==> src/hdl/per_cpu_page_free_list_allocator_top_defines.svh <==
// assertion macros used by the top-level rtl file
`ifndef PER_CPU_PAGE_FREE_LIST_ALLOCATOR_TOP_DEFINES_SVH
`define PER_CPU_PAGE_FREE_LIST_ALLOCATOR_TOP_DEFINES_SVH

`ifndef SYNTHESIS
`define PCPA_ASSERT(lbl, clk, rstn, prop, msg) \
    lbl: assert property (@(posedge clk) disable iff (!rstn) prop) else $error(msg);
`define PCPA_ASSERT_ALWAYS(lbl, clk, prop, msg) \
    lbl: assert property (@(posedge clk) prop) else $error(msg);
`else
`define PCPA_ASSERT(lbl, clk, rstn, prop, msg)
`define PCPA_ASSERT_ALWAYS(lbl, clk, prop, msg)
`endif

`endif

==> src/hdl/pcpa_pkg.sv <==
`timescale 1ns / 1ps
`default_nettype none

package pcpa_pkg;

    localparam int ADDR_W = 32;
    localparam int CPU_FIELD_W = 3;
    localparam int STATUS_W = 2;

    localparam logic OP_ALLOC = 1'b0;
    localparam logic OP_FREE  = 1'b1;

    localparam logic [STATUS_W-1:0] STATUS_OK       = 2'd0;
    localparam logic [STATUS_W-1:0] STATUS_NO_PAGE  = 2'd1;
    localparam logic [STATUS_W-1:0] STATUS_BAD_ADDR = 2'd2;

    localparam logic CFG_REGION_LOW  = 1'b0;
    localparam logic CFG_REGION_HIGH = 1'b1;

    typedef struct packed {
        logic                   op;
        logic [CPU_FIELD_W-1:0] cpu;
        logic [ADDR_W-1:0]      page_addr;
    } in_t;

    typedef struct packed {
        logic [ADDR_W-1:0]   alloc_addr;
        logic [STATUS_W-1:0] status;
        logic                stolen;
    } out_t;

endpackage

`default_nettype wire

==> src/hdl/pcpa_addr_check.sv <==
`timescale 1ns / 1ps
`default_nettype none

module pcpa_addr_check #(
    parameter int NUM_PAGES  = 32768,
    parameter int PAGE_BYTES = 4096
) (
    input  wire logic [31:0]                  page_addr,
    input  wire logic [31:0]                  region_low,
    input  wire logic [31:0]                  region_high,
    input  wire logic [32:0]                  base,
    output logic                              ok,
    output logic      [$clog2(NUM_PAGES)-1:0] idx
);

    import pcpa_pkg::*;

    localparam int PB_SHIFT = $clog2(PAGE_BYTES);
    localparam int IDX_W = $clog2(NUM_PAGES);

    logic        aligned;
    logic        ge_low;
    logic        lt_high;
    logic        ge_base;
    logic        in_cap;
    logic [32:0] diff;
    logic [32:0] pg;

    always_comb begin
        aligned = (page_addr[PB_SHIFT-1:0] == '0);
        ge_low  = (page_addr >= region_low);
        lt_high = (page_addr < region_high);
        ge_base = ({1'b0, page_addr} >= base);
        diff    = {1'b0, page_addr} - base;
        pg      = diff >> PB_SHIFT;
        in_cap  = (pg < 33'(NUM_PAGES));
        ok      = aligned && ge_low && lt_high && ge_base && in_cap;
        idx     = pg[IDX_W-1:0];
    end

endmodule

`default_nettype wire

==> config.mk <==
export PLATFORM = sky130hd
export DESIGN_NAME = pcpa_addr_check
export DESIGN_NICKNAME = d
export VERILOG_FILES = /design/src/hdl/per_cpu_page_free_list_allocator_top_defines.svh /design/src/hdl/pcpa_pkg.sv /design/src/hdl/pcpa_addr_check.sv
export SDC_FILE = /design/constraint.sdc
export NUM_CORES = 1
export LEC_CHECK = 0
export BUFFER_PORTS_ARGS = -buffer_cell sky130_fd_sc_hd__buf_2
export CORE_MARGIN = 2
export CORE_UTILIZATION = 35
export DETAILED_ROUTE_END_ITERATION = 6
export PLACE_DENSITY = 0.72
export SLEW_MARGIN = 20
export SYNTH_ARGS = -nofsm -noshare
export SYNTH_HDL_FRONTEND = slang
export SYNTH_SLANG_ARGS = --single-unit
==> constraint.sdc <==
create_clock -name vclk -period 2.18
set_clock_uncertainty 0.05 [all_clocks]
set_input_delay 0.109 -clock vclk [all_inputs]
set_output_delay 0.109 -clock vclk [all_outputs]
set_load 0.005 [all_outputs]
== Word level (Yosys, flattened, before mapping) ==
Cells that the tools add are included.
Storage, ports and cells
  register bits: 0
  latch bits: 0
  RAM bits: 0
  bits in read-only memories: 0
  bits of input ports: 129
  output and inout port bits: 16
  logic and storage cells: 10
  memories kept: 0
Operators by class
  add/sub/neg operators: 1
  $mul: 0
  div/mod/pow operators: 0
  magnitude comparators: 4
  equality and inequality tests: 0
  shift-type cells: 0
  multiplexer cells: 0
  bitwise logic cells: 0
  reduce and logical (&&, ||, !) cells: 5
Operators by type and width (number)
  greater-or-equal comparator 32 x 33 -> 1 bit: 1
  subtractor 32 x 33 -> 33 bit: 1
  greater-or-equal comparator 32 bit: 1
  less-than comparator 32 bit: 1
  less-than comparator 21 x 16 -> 1 bit, second input constant: 1
  logical NOT 12 bit: 1
  logical AND 1 bit: 4

== Longest topological paths before layout ==
  depth in word-level cells: 5
  depth in mapped cells: 12
  depth with buffers taken out: 11

== Worst setup path before layout ==
Ideal clock, no wire load.
  path kind: input to output
  start point: in base[12]
  end point: out ok
  data arrival time: 2042 ps
  required time: 2021 ps
  slack: -21 ps
  stages on the path: 11
  buffers on the path: 0
  cells stage by stage: inv_1 -> ha_1 -> nand2_1 -> nor3_1 -> o21ai_1 -> o211ai_2 -> a311oi_2 -> o31ai_2 -> a31oi_1 -> xnor2_1 -> nor4_2
Between the ends
  cells in the longest elaborated chain, start to end: 3
  elaborated cells between the ends (all ways): 5
  classes of those cells: 1 x add/sub; 2 x order compare; 2 x reduce/logical
Ends and longest elaborated chain
  start, declared: line pcpa_addr_check.sv:11  | input wire logic [32:0] base,
  subtractor 32 x 33 -> 33 bit / greater-or-equal comparator 32 x 33 -> 1 bit (equally long branches): line pcpa_addr_check.sv:34, pcpa_addr_check.sv:33
  less-than comparator 21 x 16 -> 1 bit / logical AND 1 bit (equally long branches): line pcpa_addr_check.sv:36, pcpa_addr_check.sv:37
  logical AND 1 bit *: line pcpa_addr_check.sv:37  | ok = aligned && ge_low && lt_high && ge_base && in_cap;
  end, declared: line pcpa_addr_check.sv:12  | output logic ok,
Every way passes the cells marked *; elsewhere a longest branch is shown, timed or not.

== Final worst setup path ==
  start point: in page_addr[8]
  end point: out ok
Between the ends
  cells in the longest elaborated chain, start to end: 5
  elaborated cells between the ends (all ways): 10
  classes of those cells: 1 x add/sub; 4 x order compare; 5 x reduce/logical
Ends and longest elaborated chain
  start, declared: line pcpa_addr_check.sv:8  | input wire logic [31:0] page_addr,
  branches (longest 4 deep; another with subtractor 32 x 33 -> 33 bit)
  logical AND 1 bit *: line pcpa_addr_check.sv:37
Every way passes the cells marked *.

==> metrics.md <==
| Metric | Value |
|---|---|
| Syn_area_per_cell | 6.88 um2 |
| Crit-path leading delay family | compound AO/OA/AOI/OAI gates |
| Register area share after synthesis | 0 |
| Routed vias/inst | 5.32 |
| Chip height | 99.9 um |
| Initial DRC count | 179 |
| First-pass GRT wire length | 19,700 um |
| GR Util All Layers | 0.238 |
| Clock Buffer Count | 0 |
| Crit path DAT | 2.47 ns |
| Number of diodes | 0 |
| RSZ-0062 raised after global routing | true |
| Largest net degree at the start of global routing | 10 |
| Crit end category | output pin |
| Synthesized net count | 692 |
| Post-Route Utilization | 0.613 |
| DRC viols | 2 |
| Sequential cells | 0 |
| Top cell type's share of synthesized area | 0.369 |
| Fill count | 793 |
| Leakage power | 3.07 nW |
| Largest area contributor in the netlist | ha_1 |
| CP bufs+invs | 2 |
| Peak supply drop | 0.000114 V |
| Worst hold slack | 0.721 ns |
| CORE AREA | 9060 um2 |
| Share of cells above drive strength 1 | 0.470 |
| Highest Clock Rate | 0.380 GHz |
| Most common cell in the netlist | inv_1 |
| Worst-path cell chain | buf_8 > ha_4 > nand4_1 > nor3_2 > o21ai_1 > o211ai_2 > a311oi_2 > o31ai_2 > a31oi_1 > xnor2_1 > nor4_2 > buf_2 |
| Yosys cell types | 45 |
| Routability Congestion | 0.896 |
| Vias in the first global route | 4,535 |
| FF+latch area | 0 um2 |
| Setup violators final | 10 |
| Antenna Violating Nets Remaining | 0 |
| PwrDens | 258 nW/um2 |
| Rows | 35 |
| CTS Hold Bufs | 0 |
| Aggregate global routing overflow | 0 |
| CP peak stage delay | 0.32 ns |
| Final Hold Fails | 0 |
| Crit path time final | 2.63 ns |
| Worst slew pin tran | 0.362 ns |
| CP required | 2.02 ns |
| Top post-synthesis cells by area | ha_1 (37%), inv_1 (11%), a21oi_1 (7.0%), nand2_1 (4.2%), a21o_1 (3.7%) |
| Syn Inst Count | 468 |
| Nets | 953 |
| Area of the multi-input gates | 3300 um2 |
| Max FO, Critical Path | 4 |
| Failing checks | DRC, setup timing |
| M2 GR Usage | 0.462 |
| Maxcap violations | 0 |
| Slew HR | 0.758 |
| Met1 Resource Use GR | 0.274 |
| Chip Width | 99.9 um |
| Mapped Area | 3220 um2 |
| Final non-filler cell total | 838 |
| Fin worst setup slack | -0.451 ns |
| Final Max Tran Viols | 0 |
| Type of the tightest min-delay check | input port to output pin |
| Met3 capacity usage during global routing | 0.0202 |
| CP Class | input port to output pin |
| Final cycle utilization of the critical path | 1.21 |
| P&R area growth vs syn | 72.6% |
| DIE AREA | 9990 um2 |
| DPL Wire Length | 9500 um |
| Status | finished, violations left |
| CP startpoint kind | input port |
| Antenna violations before repair | 0 |
| Grt peak-use layer | met2 |
| Syn. warnings | 0 |
| Crit-path slowest cell | o31ai_2 |
| Commonest cells post-synth | inv_1 (98), ha_1 (95), a21oi_1 (45), nand2_1 (36), o21ai_0 (22) |
| Top-level I/O count | 145 |
| DR pass1 iterations | 7 |
| WL/cell | 15.4 um |
| # placed instances | 819 |
| Via Count | 4,458 |
| Starting density of the core | 0.355 |
| DRT Wirelength | 12,900 um |
| Port Buf Inserts | 145 |
-- what timing repair did --
item                                    4_1_cts  5_1_grt
endpoints found under the hold margin         0        0
gates resized for setup                      77       31
buffers inserted                             14        5
pin swaps                                    34       20
endpoints found under the setup margin        8       11
-- layout make-up --
class	instances	area share
tap	111	0.0250
multi-input combinational	361	0.593
timing repair buffer	268	0.315
inverter	98	0.0662
-- per-stage QoR --
| stage | cell area [um2] | setup TNS (ns) | setup WS, ns | power [mW] |
|---|---|---|---|---|
| 5_1_grt | 5560 | -2.79 | -0.519 | 1.56 |
| 2_1_floorplan | 3220 | 0 | 0.00390 | 0.580 |
| 6_report | 5560 | -2.37 | -0.451 | 1.44 |
| 4_1_cts | 5400 | -1.18 | -0.297 | 1.32 |
| 3_5_place_dp | 4840 | -2.26 | -0.675 | 1.14 |
| 3_3_place_gp | 4840 | -2.16 | -0.690 | 1.12 |
-- final timing paths --
kind,to,start,depth (start not counted)
setup / recovery,ok,page_addr[8],12
hold / removal,idx[8],page_addr[20],5
-- logic make-up after synthesis --
kind of cell    synth area share
compound gates             0.279
xor+xnor                  0.0517
fa+ha+maj                  0.369
buf+inv                    0.126
mux                      0.00311
simple gates               0.171
-- power breakdown --
| group | internal [mW] | switching, mW | leakage [nW] |
|---|---|---|---|
| logic | 0.750 | 0.686 | 3.07 |
| clock network | 0 | 0 | 0 |
| registers | 0 | 0 | 0 |
-- cells in the final DEF, fill, tap and decap left out, types with 3 or more instances in the layout --
| cell type | n |
|---|---|
| a31oi_1 | 6 |
| xnor2_2 | 3 |
| xor2_1 | 7 |
| xnor2_1 | 8 |
| nor3_1 | 6 |
| nor2_1 | 14 |
| o21a_1 | 3 |
| inv_2 | 9 |
| o21ai_2 | 3 |
| nor4_1 | 6 |
| a21oi_1 | 38 |
| nand3_1 | 4 |
| inv_1 | 89 |
| o211ai_1 | 5 |
| buf_6 | 13 |
| a21oi_4 | 4 |
| nand2b_1 | 4 |
| a21oi_2 | 6 |
| a31oi_2 | 3 |
| nand4_1 | 16 |
| and4_1 | 3 |
| a21o_1 | 16 |
| buf_4 | 118 |
| ha_4 | 16 |
| nor2b_1 | 4 |
| ha_1 | 78 |
| a211oi_1 | 4 |
| nand2_1 | 35 |
| o21ai_1 | 4 |
| o21ai_0 | 18 |
| buf_2 | 134 |
-- metal layers --
metal / routed length [um] / vias up
met5: 0 / -
met4: 468 / 0
met3: 785 / 51
met2: 6400 / 195
met1: 5270 / 2023
li1: - / 2189
Note: power is estimated with default switching activity, not from simulation.
